===== src/hw/rtl/assert_macros.svh =====
// Assertion macros for the RTL files of the window bin downsampler; the job queue uses them.
`ifndef ASSERT_MACROS_SVH
`define ASSERT_MACROS_SVH
`ifndef NO_ASSERTIONS
// Checked property, disabled while in reset.
`define WBD_ASSERT(lbl, prop, msg) \
  lbl: assert property (@(posedge clk) disable iff (!rst_n) prop) else $error(msg);
// Checked property, also checked during reset.
`define WBD_ASSERT_ALWAYS(lbl, prop, msg) \
  lbl: assert property (@(posedge clk) prop) else $error(msg);
`else
`define WBD_ASSERT(lbl, prop, msg)
`define WBD_ASSERT_ALWAYS(lbl, prop, msg)
`endif
`endif


===== src/hw/rtl/wbd_pkg.sv =====
// Package of the window bin downsampler: payload types, job type, constants.
package wbd_pkg;
  localparam int MAX_WINDOWS = 1048576;
  localparam int CNT_W = $clog2(MAX_WINDOWS + 1);
  localparam int COORD_W = 31;
  localparam int COV_W = 32;
  localparam int SUM_W = COV_W + CNT_W;
  localparam int LIMIT_W = 16;
  localparam int CFG_W = 21;
  localparam int BND_W = CNT_W + LIMIT_W + 1;
  localparam logic [LIMIT_W-1:0] BIN_LIMIT_RST = 16'd4000;

  typedef enum logic [0:0] {
    CFG_WINDOW_COUNT = 1'b0,
    CFG_BIN_LIMIT    = 1'b1
  } cfg_idx_t;

  typedef struct packed {
    logic [COORD_W-1:0] win_start;
    logic [COORD_W-1:0] win_length;
    logic [COORD_W-1:0] win_end;
    logic [COV_W-1:0]   raw_coverage;
    logic [COV_W-1:0]   fixed_coverage;
    logic [COV_W-1:0]   fit_coverage;
    logic signed [7:0]  copies;
  } in_item_t;

  typedef struct packed {
    logic [COORD_W-1:0] bin_start;
    logic [COORD_W-1:0] bin_end;
    logic [COORD_W-1:0] bin_length;
    logic [COV_W-1:0]   raw_mean;
    logic [COV_W-1:0]   fixed_mean;
    logic [COV_W-1:0]   fit_mean;
    logic signed [7:0]  extreme_copies;
  } out_item_t;

  // Work handed from front to back: a pass-through window or a closed bin.
  typedef struct packed {
    logic               pass;
    logic [COORD_W-1:0] first_start;
    logic [COORD_W-1:0] last_end;
    logic [COORD_W-1:0] length;
    logic [SUM_W-1:0]   raw_sum;
    logic [SUM_W-1:0]   fixed_sum;
    logic [SUM_W-1:0]   fit_sum;
    logic [CNT_W-1:0]   items;
    logic signed [7:0]  copies;
  } job_t;

  typedef enum logic [1:0] {
    F_IDLE,
    F_EVAL,
    F_DIV
  } front_state_t;

  typedef enum logic [0:0] {
    B_IDLE,
    B_DIV
  } back_state_t;
endpackage


===== src/hw/rtl/wbd_div.sv =====
// Restoring divider, one quotient bit per cycle.
module wbd_div #(
  parameter int DW = 52,
  parameter int VW = 21
) (
  input  logic          clk,
  input  logic          rst_n,
  input  logic          start,
  input  logic [DW-1:0] dividend,
  input  logic [VW-1:0] divisor,
  output logic          busy,
  output logic [DW-1:0] quotient
);
  localparam int CW = $clog2(DW);

  logic          busy_r, busy_nxt;
  logic [DW-1:0] quo_r, quo_nxt;
  logic [VW:0]   rem_r, rem_nxt, trial;
  logic [VW-1:0] div_r;
  logic [CW-1:0] cnt_r;

  // One shift and trial subtract
  always_comb begin
    trial = {rem_r[VW-1:0], quo_r[DW-1]};
    if (trial >= {1'b0, div_r}) begin
      rem_nxt = trial - {1'b0, div_r};
      quo_nxt = {quo_r[DW-2:0], 1'b1};
    end else begin
      rem_nxt = trial;
      quo_nxt = {quo_r[DW-2:0], 1'b0};
    end
  end

  always_comb begin
    busy_nxt = busy_r;
    if (start) begin
      busy_nxt = 1'b1;
    end else if (busy_r && cnt_r == CW'(DW - 1)) begin
      busy_nxt = 1'b0;
    end
  end

  always_ff @(posedge clk) begin
    if (!rst_n) begin
      busy_r <= 1'b0;
    end else begin
      busy_r <= busy_nxt;
    end
  end

  always_ff @(posedge clk) begin
    if (start) begin
      quo_r <= dividend;
      rem_r <= '0;
      div_r <= divisor;
      cnt_r <= '0;
    end else if (busy_r) begin
      quo_r <= quo_nxt;
      rem_r <= rem_nxt;
      cnt_r <= cnt_r + CW'(1);
    end
  end

  assign busy = busy_r;
  assign quotient = quo_r;
endmodule


===== src/hw/rtl/wbd_front.sv =====
// Front end: takes windows, tracks bin boundaries and sums, emits jobs.
module wbd_front (
  input  logic                        clk,
  input  logic                        rst_n,
  input  logic                        in_valid,
  output logic                        in_ready,
  input  wbd_pkg::in_item_t           in_data,
  input  logic [wbd_pkg::CFG_W-1:0]   window_count,
  input  logic [wbd_pkg::LIMIT_W-1:0] bin_limit,
  input  logic                        cfg_we,
  output logic                        push,
  output wbd_pkg::job_t               push_job,
  input  logic                        fifo_full
);
  localparam int NW = wbd_pkg::CNT_W;
  localparam int BW = wbd_pkg::BND_W;

  wbd_pkg::front_state_t state_r, state_nxt;
  wbd_pkg::in_item_t     item_r;

  logic [NW-1:0]                item_index_r, bin_items_r, boundary_r;
  logic [wbd_pkg::LIMIT_W-1:0]  bin_index_r;
  logic                         bvalid_r;
  logic [wbd_pkg::COORD_W-1:0]  first_start_r;
  logic [wbd_pkg::SUM_W-1:0]    raw_sum_r, fixed_sum_r, fit_sum_r;
  logic signed [7:0]            extreme_r;

  logic [NW-1:0]               n_cl, m_ext;
  logic                        pass, drop, close;
  logic [wbd_pkg::SUM_W-1:0]   raw_nxt, fixed_nxt, fit_nxt;
  logic [wbd_pkg::COORD_W-1:0] first_nxt;
  logic signed [7:0]           ext_base, ext_nxt;
  logic [8:0]                  dist_in, dist_held;
  logic [NW:0]                 index_inc;
  logic [BW-1:0]               dividend;
  logic [BW-1:0]               quotient;
  logic                        div_busy, div_start, accept, commit;

  // Stream and bin classification
  always_comb begin
    n_cl = (window_count > NW'(wbd_pkg::MAX_WINDOWS)) ?
           NW'(wbd_pkg::MAX_WINDOWS) : NW'(window_count);
    m_ext = NW'(bin_limit);
    pass = (bin_limit == '0) || (n_cl <= m_ext);
    drop = (item_index_r >= n_cl) || (bin_index_r >= bin_limit);
    index_inc = {1'b0, item_index_r} + (NW + 1)'(1);
    close = index_inc >= {1'b0, boundary_r};
    dividend = BW'(n_cl) * BW'({1'b0, bin_index_r} + 17'd1);
  end

  // Running sums and copy-number extreme
  always_comb begin
    first_nxt = (bin_items_r == '0) ? item_r.win_start : first_start_r;
    ext_base  = (bin_items_r == '0) ? item_r.copies : extreme_r;
    raw_nxt   = ((bin_items_r == '0) ? '0 : raw_sum_r) +
                wbd_pkg::SUM_W'(item_r.raw_coverage);
    fixed_nxt = ((bin_items_r == '0) ? '0 : fixed_sum_r) +
                wbd_pkg::SUM_W'(item_r.fixed_coverage);
    fit_nxt   = ((bin_items_r == '0) ? '0 : fit_sum_r) +
                wbd_pkg::SUM_W'(item_r.fit_coverage);
    dist_in   = (item_r.copies >= 8'sd1) ? 9'({item_r.copies[7], item_r.copies} - 9'sd1)
                                         : 9'(9'sd1 - {item_r.copies[7], item_r.copies});
    dist_held = (ext_base >= 8'sd1) ? 9'({ext_base[7], ext_base} - 9'sd1)
                                    : 9'(9'sd1 - {ext_base[7], ext_base});
    ext_nxt   = (dist_in > dist_held) ? item_r.copies : ext_base;
  end

  // Next state
  always_comb begin
    state_nxt = state_r;
    case (state_r)
      wbd_pkg::F_IDLE: begin
        if (in_valid) state_nxt = wbd_pkg::F_EVAL;
      end
      wbd_pkg::F_EVAL: begin
        if (pass) begin
          if (!fifo_full) state_nxt = wbd_pkg::F_IDLE;
        end else if (drop) begin
          state_nxt = wbd_pkg::F_IDLE;
        end else if (!bvalid_r) begin
          state_nxt = wbd_pkg::F_DIV;
        end else if (!(close && fifo_full)) begin
          state_nxt = wbd_pkg::F_IDLE;
        end
      end
      wbd_pkg::F_DIV: begin
        if (!div_busy && !div_start) state_nxt = wbd_pkg::F_EVAL;
      end
      default: state_nxt = wbd_pkg::F_IDLE;
    endcase
  end

  // Outputs of the sequencer
  always_comb begin
    in_ready  = 1'b0;
    push      = 1'b0;
    div_start = 1'b0;
    commit    = 1'b0;
    case (state_r)
      wbd_pkg::F_IDLE: in_ready = 1'b1;
      wbd_pkg::F_EVAL: begin
        if (pass) begin
          push = !fifo_full;
        end else if (drop) begin
          push = 1'b0;
        end else if (!bvalid_r) begin
          div_start = 1'b1;
        end else if (!(close && fifo_full)) begin
          commit = 1'b1;
          push   = close;
        end
      end
      default: ;
    endcase
  end

  assign accept = in_valid && in_ready;

  // Job contents
  always_comb begin
    push_job.pass        = pass;
    push_job.first_start = pass ? item_r.win_start : first_nxt;
    push_job.last_end    = item_r.win_end;
    push_job.length      = item_r.win_length;
    push_job.raw_sum     = pass ? wbd_pkg::SUM_W'(item_r.raw_coverage) : raw_nxt;
    push_job.fixed_sum   = pass ? wbd_pkg::SUM_W'(item_r.fixed_coverage) : fixed_nxt;
    push_job.fit_sum     = pass ? wbd_pkg::SUM_W'(item_r.fit_coverage) : fit_nxt;
    push_job.items       = pass ? NW'(1) : bin_items_r + NW'(1);
    push_job.copies      = pass ? item_r.copies : ext_nxt;
  end

  wbd_div #(.DW(BW), .VW(wbd_pkg::LIMIT_W)) u_bnd_div (
    .clk      (clk),
    .rst_n    (rst_n),
    .start    (div_start),
    .dividend (dividend),
    .divisor  (bin_limit),
    .busy     (div_busy),
    .quotient (quotient)
  );

  // Control state
  always_ff @(posedge clk) begin
    if (!rst_n) begin
      state_r      <= wbd_pkg::F_IDLE;
      item_index_r <= '0;
      bin_index_r  <= '0;
      bin_items_r  <= '0;
      bvalid_r     <= 1'b0;
      boundary_r   <= '0;
    end else begin
      state_r <= state_nxt;
      if (state_r == wbd_pkg::F_DIV && !div_busy && !div_start) begin
        boundary_r <= quotient[NW-1:0];
        bvalid_r   <= 1'b1;
      end
      if (commit) begin
        item_index_r <= index_inc[NW-1:0];
        if (close) begin
          bin_index_r <= bin_index_r + wbd_pkg::LIMIT_W'(1);
          bin_items_r <= '0;
          bvalid_r    <= 1'b0;
        end else begin
          bin_items_r <= bin_items_r + NW'(1);
        end
      end
      if (cfg_we) bvalid_r <= 1'b0;
    end
  end

  // Item and bin payload
  always_ff @(posedge clk) begin
    if (accept) item_r <= in_data;
    if (commit) begin
      first_start_r <= first_nxt;
      extreme_r     <= ext_nxt;
      raw_sum_r     <= close ? '0 : raw_nxt;
      fixed_sum_r   <= close ? '0 : fixed_nxt;
      fit_sum_r     <= close ? '0 : fit_nxt;
    end
  end
endmodule


===== src/hw/rtl/wbd_fifo.sv =====
// Two-entry job queue between front and back.
`include "assert_macros.svh"
module wbd_fifo (
  input  logic          clk,
  input  logic          rst_n,
  input  logic          push,
  input  wbd_pkg::job_t push_job,
  output logic          full,
  input  logic          pop,
  output wbd_pkg::job_t head,
  output logic          empty
);
  wbd_pkg::job_t mem_r [2];
  logic          wr_ptr_r, rd_ptr_r;
  logic [1:0]    count_r, count_nxt;

  always_comb begin
    count_nxt = count_r;
    case ({push, pop})
      2'b10:   count_nxt = count_r + 2'd1;
      2'b01:   count_nxt = count_r - 2'd1;
      default: count_nxt = count_r;
    endcase
  end

  always_ff @(posedge clk) begin
    if (!rst_n) begin
      wr_ptr_r <= 1'b0;
      rd_ptr_r <= 1'b0;
      count_r  <= '0;
    end else begin
      if (push) wr_ptr_r <= ~wr_ptr_r;
      if (pop)  rd_ptr_r <= ~rd_ptr_r;
      count_r <= count_nxt;
    end
  end

  always_ff @(posedge clk) begin
    if (push) mem_r[wr_ptr_r] <= push_job;
  end

  assign head  = mem_r[rd_ptr_r];
  assign full  = count_r == 2'd2;
  assign empty = count_r == 2'd0;

  `WBD_ASSERT(a_no_overflow, !(push && full), "job pushed into full queue")
  `WBD_ASSERT(a_no_underflow, !(pop && empty), "job popped from empty queue")
  `WBD_ASSERT(a_ptr_count, (count_r == 2'd1) |-> (wr_ptr_r != rd_ptr_r), "queue pointers out of step")
endmodule


===== src/hw/rtl/wbd_back.sv =====
// Back end: divides bin sums into means, passes windows through and drives the result register.
module wbd_back (
  input  logic               clk,
  input  logic               rst_n,
  input  logic               fifo_empty,
  input  wbd_pkg::job_t      head,
  output logic               pop,
  output logic               out_valid,
  input  logic               out_ready,
  output wbd_pkg::out_item_t out_data
);
  localparam int SW = wbd_pkg::SUM_W;

  wbd_pkg::back_state_t state_r, state_nxt;
  wbd_pkg::job_t        job_r;
  wbd_pkg::out_item_t   out_r;
  logic                 out_valid_r;
  logic                 out_free, div_start, div_busy, load_pass, load_bin;
  logic [SW-1:0]        q_raw, q_fixed, q_fit;
  logic                 busy_fixed, busy_fit;

  assign out_free = !out_valid_r || out_ready;

  // Next state
  always_comb begin
    state_nxt = state_r;
    case (state_r)
      wbd_pkg::B_IDLE: begin
        if (!fifo_empty && out_free && !head.pass) state_nxt = wbd_pkg::B_DIV;
      end
      wbd_pkg::B_DIV: begin
        if (!div_busy && out_free) state_nxt = wbd_pkg::B_IDLE;
      end
      default: state_nxt = wbd_pkg::B_IDLE;
    endcase
  end

  // Outputs of the sequencer
  always_comb begin
    pop       = 1'b0;
    div_start = 1'b0;
    load_pass = 1'b0;
    load_bin  = 1'b0;
    case (state_r)
      wbd_pkg::B_IDLE: begin
        if (!fifo_empty && out_free) begin
          pop       = 1'b1;
          load_pass = head.pass;
          div_start = !head.pass;
        end
      end
      wbd_pkg::B_DIV: load_bin = !div_busy && out_free;
      default: ;
    endcase
  end

  wbd_div #(.DW(SW), .VW(wbd_pkg::CNT_W)) u_div_raw (
    .clk(clk), .rst_n(rst_n), .start(div_start), .dividend(head.raw_sum),
    .divisor(head.items), .busy(div_busy), .quotient(q_raw)
  );
  wbd_div #(.DW(SW), .VW(wbd_pkg::CNT_W)) u_div_fixed (
    .clk(clk), .rst_n(rst_n), .start(div_start), .dividend(head.fixed_sum),
    .divisor(head.items), .busy(busy_fixed), .quotient(q_fixed)
  );
  wbd_div #(.DW(SW), .VW(wbd_pkg::CNT_W)) u_div_fit (
    .clk(clk), .rst_n(rst_n), .start(div_start), .dividend(head.fit_sum),
    .divisor(head.items), .busy(busy_fit), .quotient(q_fit)
  );

  always_ff @(posedge clk) begin
    if (!rst_n) begin
      state_r     <= wbd_pkg::B_IDLE;
      out_valid_r <= 1'b0;
    end else begin
      state_r <= state_nxt;
      if (load_pass || load_bin) begin
        out_valid_r <= 1'b1;
      end else if (out_ready) begin
        out_valid_r <= 1'b0;
      end
    end
  end

  // Result payload
  always_ff @(posedge clk) begin
    if (pop) job_r <= head;
    if (load_pass) begin
      out_r.bin_start      <= head.first_start;
      out_r.bin_end        <= head.last_end;
      out_r.bin_length     <= head.length;
      out_r.raw_mean       <= head.raw_sum[wbd_pkg::COV_W-1:0];
      out_r.fixed_mean     <= head.fixed_sum[wbd_pkg::COV_W-1:0];
      out_r.fit_mean       <= head.fit_sum[wbd_pkg::COV_W-1:0];
      out_r.extreme_copies <= head.copies;
    end else if (load_bin) begin
      out_r.bin_start      <= job_r.first_start;
      out_r.bin_end        <= job_r.last_end;
      out_r.bin_length     <= job_r.last_end - job_r.first_start;
      out_r.raw_mean       <= q_raw[wbd_pkg::COV_W-1:0];
      out_r.fixed_mean     <= (busy_fixed || busy_fit) ? q_fixed[wbd_pkg::COV_W-1:0]
                                                       : q_fixed[wbd_pkg::COV_W-1:0];
      out_r.fit_mean       <= q_fit[wbd_pkg::COV_W-1:0];
      out_r.extreme_copies <= job_r.copies;
    end
  end

  assign out_valid = out_valid_r;
  assign out_data  = out_r;
endmodule


===== src/hw/rtl/window_bin_downsampler_unit.sv =====
// Top level of the window bin downsampler: config registers, front, queue, back.
//
// Windows enter on in_valid/in_ready with payload in_data; one request is
// one window. Results leave on out_valid/out_ready with payload out_data.
// When bin_limit is 0 or window_count <= bin_limit every window passes
// through as its own result; otherwise one result comes out per closed bin.
// The front takes a window and evaluates it; a bin first needs a boundary
// division of the capped window count times the bin index plus one by
// bin_limit, run once per bin and after each config write. Each closed bin
// is then divided in the back end by its three parallel 53-bit bit-serial
// mean dividers; pass-through windows go straight to the result register.
// A two-entry job queue lets the front keep accepting while the back
// divides or the result waits.
// Reset clears all stream state, sets window_count to 0 and bin_limit to
// 4000. A stalled receiver holds the result register; the queue then fills
// and in_ready drops. Config writes on cfg_we take effect for the next window.
module window_bin_downsampler_unit (
  input  logic                      clk,
  input  logic                      rst_n,
  input  logic                      in_valid,
  output logic                      in_ready,
  input  wbd_pkg::in_item_t         in_data,
  output logic                      out_valid,
  input  logic                      out_ready,
  output wbd_pkg::out_item_t        out_data,
  input  logic                      cfg_we,
  input  logic                      cfg_index,
  input  logic [wbd_pkg::CFG_W-1:0] cfg_data
);
  logic [wbd_pkg::CFG_W-1:0]   window_count_r;
  logic [wbd_pkg::LIMIT_W-1:0] bin_limit_r;
  logic                        push, pop, fifo_full, fifo_empty;
  wbd_pkg::job_t               push_job, head;

  // Configuration registers
  always_ff @(posedge clk) begin
    if (!rst_n) begin
      window_count_r <= '0;
      bin_limit_r    <= wbd_pkg::BIN_LIMIT_RST;
    end else if (cfg_we) begin
      case (wbd_pkg::cfg_idx_t'(cfg_index))
        wbd_pkg::CFG_WINDOW_COUNT: window_count_r <= cfg_data;
        wbd_pkg::CFG_BIN_LIMIT:    bin_limit_r <= cfg_data[wbd_pkg::LIMIT_W-1:0];
        default: ;
      endcase
    end
  end

  wbd_front u_front (
    .clk          (clk),
    .rst_n        (rst_n),
    .in_valid     (in_valid),
    .in_ready     (in_ready),
    .in_data      (in_data),
    .window_count (window_count_r),
    .bin_limit    (bin_limit_r),
    .cfg_we       (cfg_we),
    .push         (push),
    .push_job     (push_job),
    .fifo_full    (fifo_full)
  );

  wbd_fifo u_fifo (
    .clk      (clk),
    .rst_n    (rst_n),
    .push     (push),
    .push_job (push_job),
    .full     (fifo_full),
    .pop      (pop),
    .head     (head),
    .empty    (fifo_empty)
  );

  wbd_back u_back (
    .clk        (clk),
    .rst_n      (rst_n),
    .fifo_empty (fifo_empty),
    .head       (head),
    .pop        (pop),
    .out_valid  (out_valid),
    .out_ready  (out_ready),
    .out_data   (out_data)
  );
endmodule


===== config.mk =====
export PLATFORM = sky130hd
export DESIGN_NAME = window_bin_downsampler_unit
export DESIGN_NICKNAME = d
export VERILOG_FILES = /design/src/hw/rtl/wbd_pkg.sv /design/src/hw/rtl/wbd_div.sv /design/src/hw/rtl/wbd_front.sv /design/src/hw/rtl/wbd_fifo.sv /design/src/hw/rtl/wbd_back.sv /design/src/hw/rtl/window_bin_downsampler_unit.sv
export VERILOG_INCLUDE_DIRS = /design/src /design/src/hw/rtl
export SDC_FILE = /design/constraint.sdc
export NUM_CORES = 2
export LEC_CHECK = 0
export BUFFER_PORTS_ARGS = -buffer_cell sky130_fd_sc_hd__buf_2
export CAP_MARGIN = 30
export CORE_AREA = 2 2 557 393
export DETAILED_ROUTE_END_ITERATION = 16
export DIE_AREA = 0 0 559 395
export SLEW_MARGIN = 25
export SYNTH_ARGS = -nofsm -noshare
export SYNTH_HDL_FRONTEND = slang
export SYNTH_HIERARCHICAL = 1
export SYNTH_SLANG_ARGS = --single-unit

===== constraint.sdc =====
create_clock -name clk -period 25.4 [get_ports clk]
set_input_delay 3.81 -clock clk [delete_from_list [all_inputs] [get_ports clk]]
set_output_delay 3.81 -clock clk [all_outputs]
set_load 0.01 [all_outputs]

==> impl_metrics.py <==
metrics = {
    "outcome": {
        "status": "finished clean",
    },
    "global_routing": {
        "grt_pass1_vias": 62000,
        "overflow": 0,
        "grt_first_pass_wirelength_um": 391000,
        "grt_use_total_pct": 23.0,
        "antenna_found_initial": 30,
        "grt_max_degree": 152,
    },
    "timing": {
        "period_share_pct": 37.9,
        "slew_headroom_pct": 26.8,
        "clock_skew_ns": 0.101,
        "finalHoldViolations": 0,
        "fin_hold_ws_ns": 0.423,
        "fmax_mhz": 104,
        "post-route-min-period_ns": 9.62,
        "finalMaxSlewViolations": 0,
        "tns_ns": 0,
        "tightest_slew_ns": 1.10,
        "rsz0062_at_grt": "no",
        "finalSetupViolations": 0,
    },
    "logic_synthesis": {
        "yosysSeqAreaShare_pct": 52.7,
        "synthCells": 8180,
        "syn_nets": 9115,
        "netlist_area_um2": 94400,
        "avgSynthCellArea_um2": 11.5,
        "synth_seq_cells": 1735,
        "ys_types": 111,
        "ys.flop_type": "edfxtp_1",
        "synth-edff-count": 1502,
        "yosys_warnings": 6,
        "async_reset_ff_share_pct": 0,
    },
    "worst_hold_path": {
        "min_path_cells": 0,
        "holdCritStartpoint": "u_front/push_job[193]",
        "hp-class": "flop to flop",
    },
    "clock_network": {
        "post_cts_buffers": 0,
        "clkSinkCount": 1735,
        "numCtsBuffers": 183,
        "h-tree-depth": 4,
        "clock_tree.root_cell": "clkbuf_16",
        "postCtsResizedCells": 0,
        "cts_tree": "built",
        "clk_pin_slew_ns": 0.07,
        "cts_buffer_depth": 4,
        "clk_latency_ns": 0.86,
        "postCtsHoldBufs": 0,
    },
    "setup_path": {
        "worstSetupStartpoint": "u_front/bin_index_r[0]",
        "rr_startpoint": "u_front/bin_index_r[0]",
        "cp_num_buf_inv": 4,
        "cp_top_family": "adder cells",
        "cpMostUsedCell": "fa_1",
        "cp_max_fo": 13,
        "critPathArrivalTime_ns": 10.17,
        "crit_cells": 30,
        "slowest_delay_ns": 0.78,
        "rr_worst_depth": 30,
        "crit_type": "flop to flop",
        "cp.required_ns": 25.95,
        "cpMaxStageDelayCell": "xnor2_2",
        "start_kind": "flop",
        "crit_path_end_kind": "flop",
    },
    "floorplan": {
        "die_y_um": 395,
        "initial_core_util_pct": 43.8,
        "num_rows": 143,
        "die-area_um2": 221000,
        "core_area_um2": 216000,
        "io_pins": 423,
        "die_w_um": 559,
    },
    "placed_design": {
        "port_buffers": 422,
        "placedInstanceArea_um2": 99100,
        "place.gp.congestion": 0.953,
        "hpwl_um": 177000,
    },
    "route": {
        "routed_wl_um": 258000,
        "firstDrtPassIters": 6,
        "first_iter_violations": 5496,
        "avgViaCountPerCell": 5.43,
        "drtAntennaViolNets": 0,
        "routedWlPerCell_um": 22.4,
        "drc": 0,
        "vias": 62700,
    },
    "cells_and_area": {
        "fin_nets": 9422,
        "fillers": 19300,
        "fin_area_um2": 105000,
        "final_common_cell": "edfxtp_1",
        "drive_above_1_share_pct": 17.0,
        "areaGrowthSynthToFinish_pct": 11.4,
        "mostFrequentLayoutCells": "edfxtp_1 (1502), nand2_1 (1230), nor2_1 (670), inv_1 (608), mux2_2 (518)",
    },
    "power": {
        "ir_drop_v": 0.000109,
        "power_uw": 11200,
        "power_per_cell_area_nw_per_um2": 107,
        "p_leak_uw": 0.0413,
    },
    "job": {
        "maxCapViolations": 0,
    },
}
sequential cells by signal, summed over array words and instances (netlist names), 62 cells and up, named ones only:
signal            cells
u_front/push_job     62
u_back/job_r         70
u_back/out_data     197
u_front/item_r      135
u_fifo/mem_r        564
worst paths after layout:
path | to | slack (ns)
min reg2reg | u_fifo/mem_r[0][193] | 0.42
min | u_fifo/mem_r[0][193] | 0.42
max reg2reg | u_front/u_bnd_div/quotient[36] | 15.78
max | u_front/u_bnd_div/quotient[36] | 15.78
routing by layer:
layer,global-route usage (%),routed length (um),vias up
met1,35.4,126000,31200
met3,3.42,17200,306
li1,-,-,29200
met5,0,43,-
met4,5.08,5000,6
met2,34.2,110000,1971
per-stage QoR:
stage | instances | setup slack [ns] | utilization, %
4_1_cts | 11500 | 15.91 | 48.7
3_3_place_gp | 11200 | 16.08 | 45.9
2_1_floorplan | 8180 | 6.70 | -
6_report | 11500 | 15.78 | 48.8
5_1_grt | 11500 | 15.41 | 48.7
3_5_place_dp | 11200 | 16.00 | 45.9
area by class of cell:
cell class | count | area, um2 | area share, %
well taps | 2900 | 3630 | 3.45
inverters | 621 | 2350 | 2.23
repair buffers | 531 | 3140 | 2.98
clock inverters | 104 | 1090 | 1.03
clock buffers | 222 | 4800 | 4.56
diodes | 17 | 42.5 | 0.0405
flip-flops and latches | 1735 | 49800 | 47.3
multi-input cells | 5415 | 40300 | 38.3
cell usage after synthesis, types with 11 or more instances:
cell type,count,area (um2)
nand3_1,85,425
edfxtp_1,1502,45100
dfxtp_1,233,4660
ha_1,419,5240
or3_1,15,93.8
buf_4,95,713
nor3b_1,11,82.6
inv_1,613,2300
o21a_1,54,405
o31ai_1,23,173
nand2b_1,45,282
buf_2,31,155
o211ai_1,29,218
xor2_1,165,1450
a31o_2,13,114
nor2b_1,53,332
a211o_1,14,123
a22oi_1,15,113
o21ai_0,287,1440
nor2_1,672,2520
a211oi_1,68,510
and2_1,127,795
buf_6,20,225
nor4_1,27,169
o21ai_1,39,195
mux2i_1,93,931
a31oi_1,31,194
nand4_1,59,369
o21bai_1,17,128
nand2_1,1233,4630
a21oi_1,300,1500
nor3_1,63,315
fa_1,292,5850
mux2_2,518,5830
buf_1,12,45.0
and3_1,54,338
clkbuf_1,242,908
xnor2_1,209,1830
a21o_1,141,1060
power by group:
part / switching (uW) / internal (uW) / total [uW]
clock network: 1150 / 1530 / 2680
logic: 2720 / 1550 / 4270
registers: 270 / 4010 / 4280
total: 4140 / 7090 / 11200
worst register-to-register path, delay by kind of cell (launching register included):
| family | cells | cell delay (ns) |
|---|---|---|
| AOI/OAI and AO/OA | 8 | 2.06 |
| adders and majority gates | 8 | 3.71 |
| and+or+nand+nor | 7 | 1.77 |
| buffers and inverters | 4 | 0.20 |
| muxes | 1 | 0.26 |
| DFF | 1 | 0.40 |
| xor gates and xnor gates | 2 | 0.92 |
kinds of logic (layout without fill, tap and decap cells):
kind of cell    Yosys count  after routing  share of synthesized area, %
simple gates           2537           2537                          11.9
fa+ha+maj               711            711                          11.7
other cells               0             17                             0
mux                     612            612                          7.18
buf+inv                1030           1478                          4.77
xor+xnor                374            374                          3.47
flops                  1735           1735                          52.7
compound gates         1181           1181                          8.21
Power figures use the tool's default switching activity.
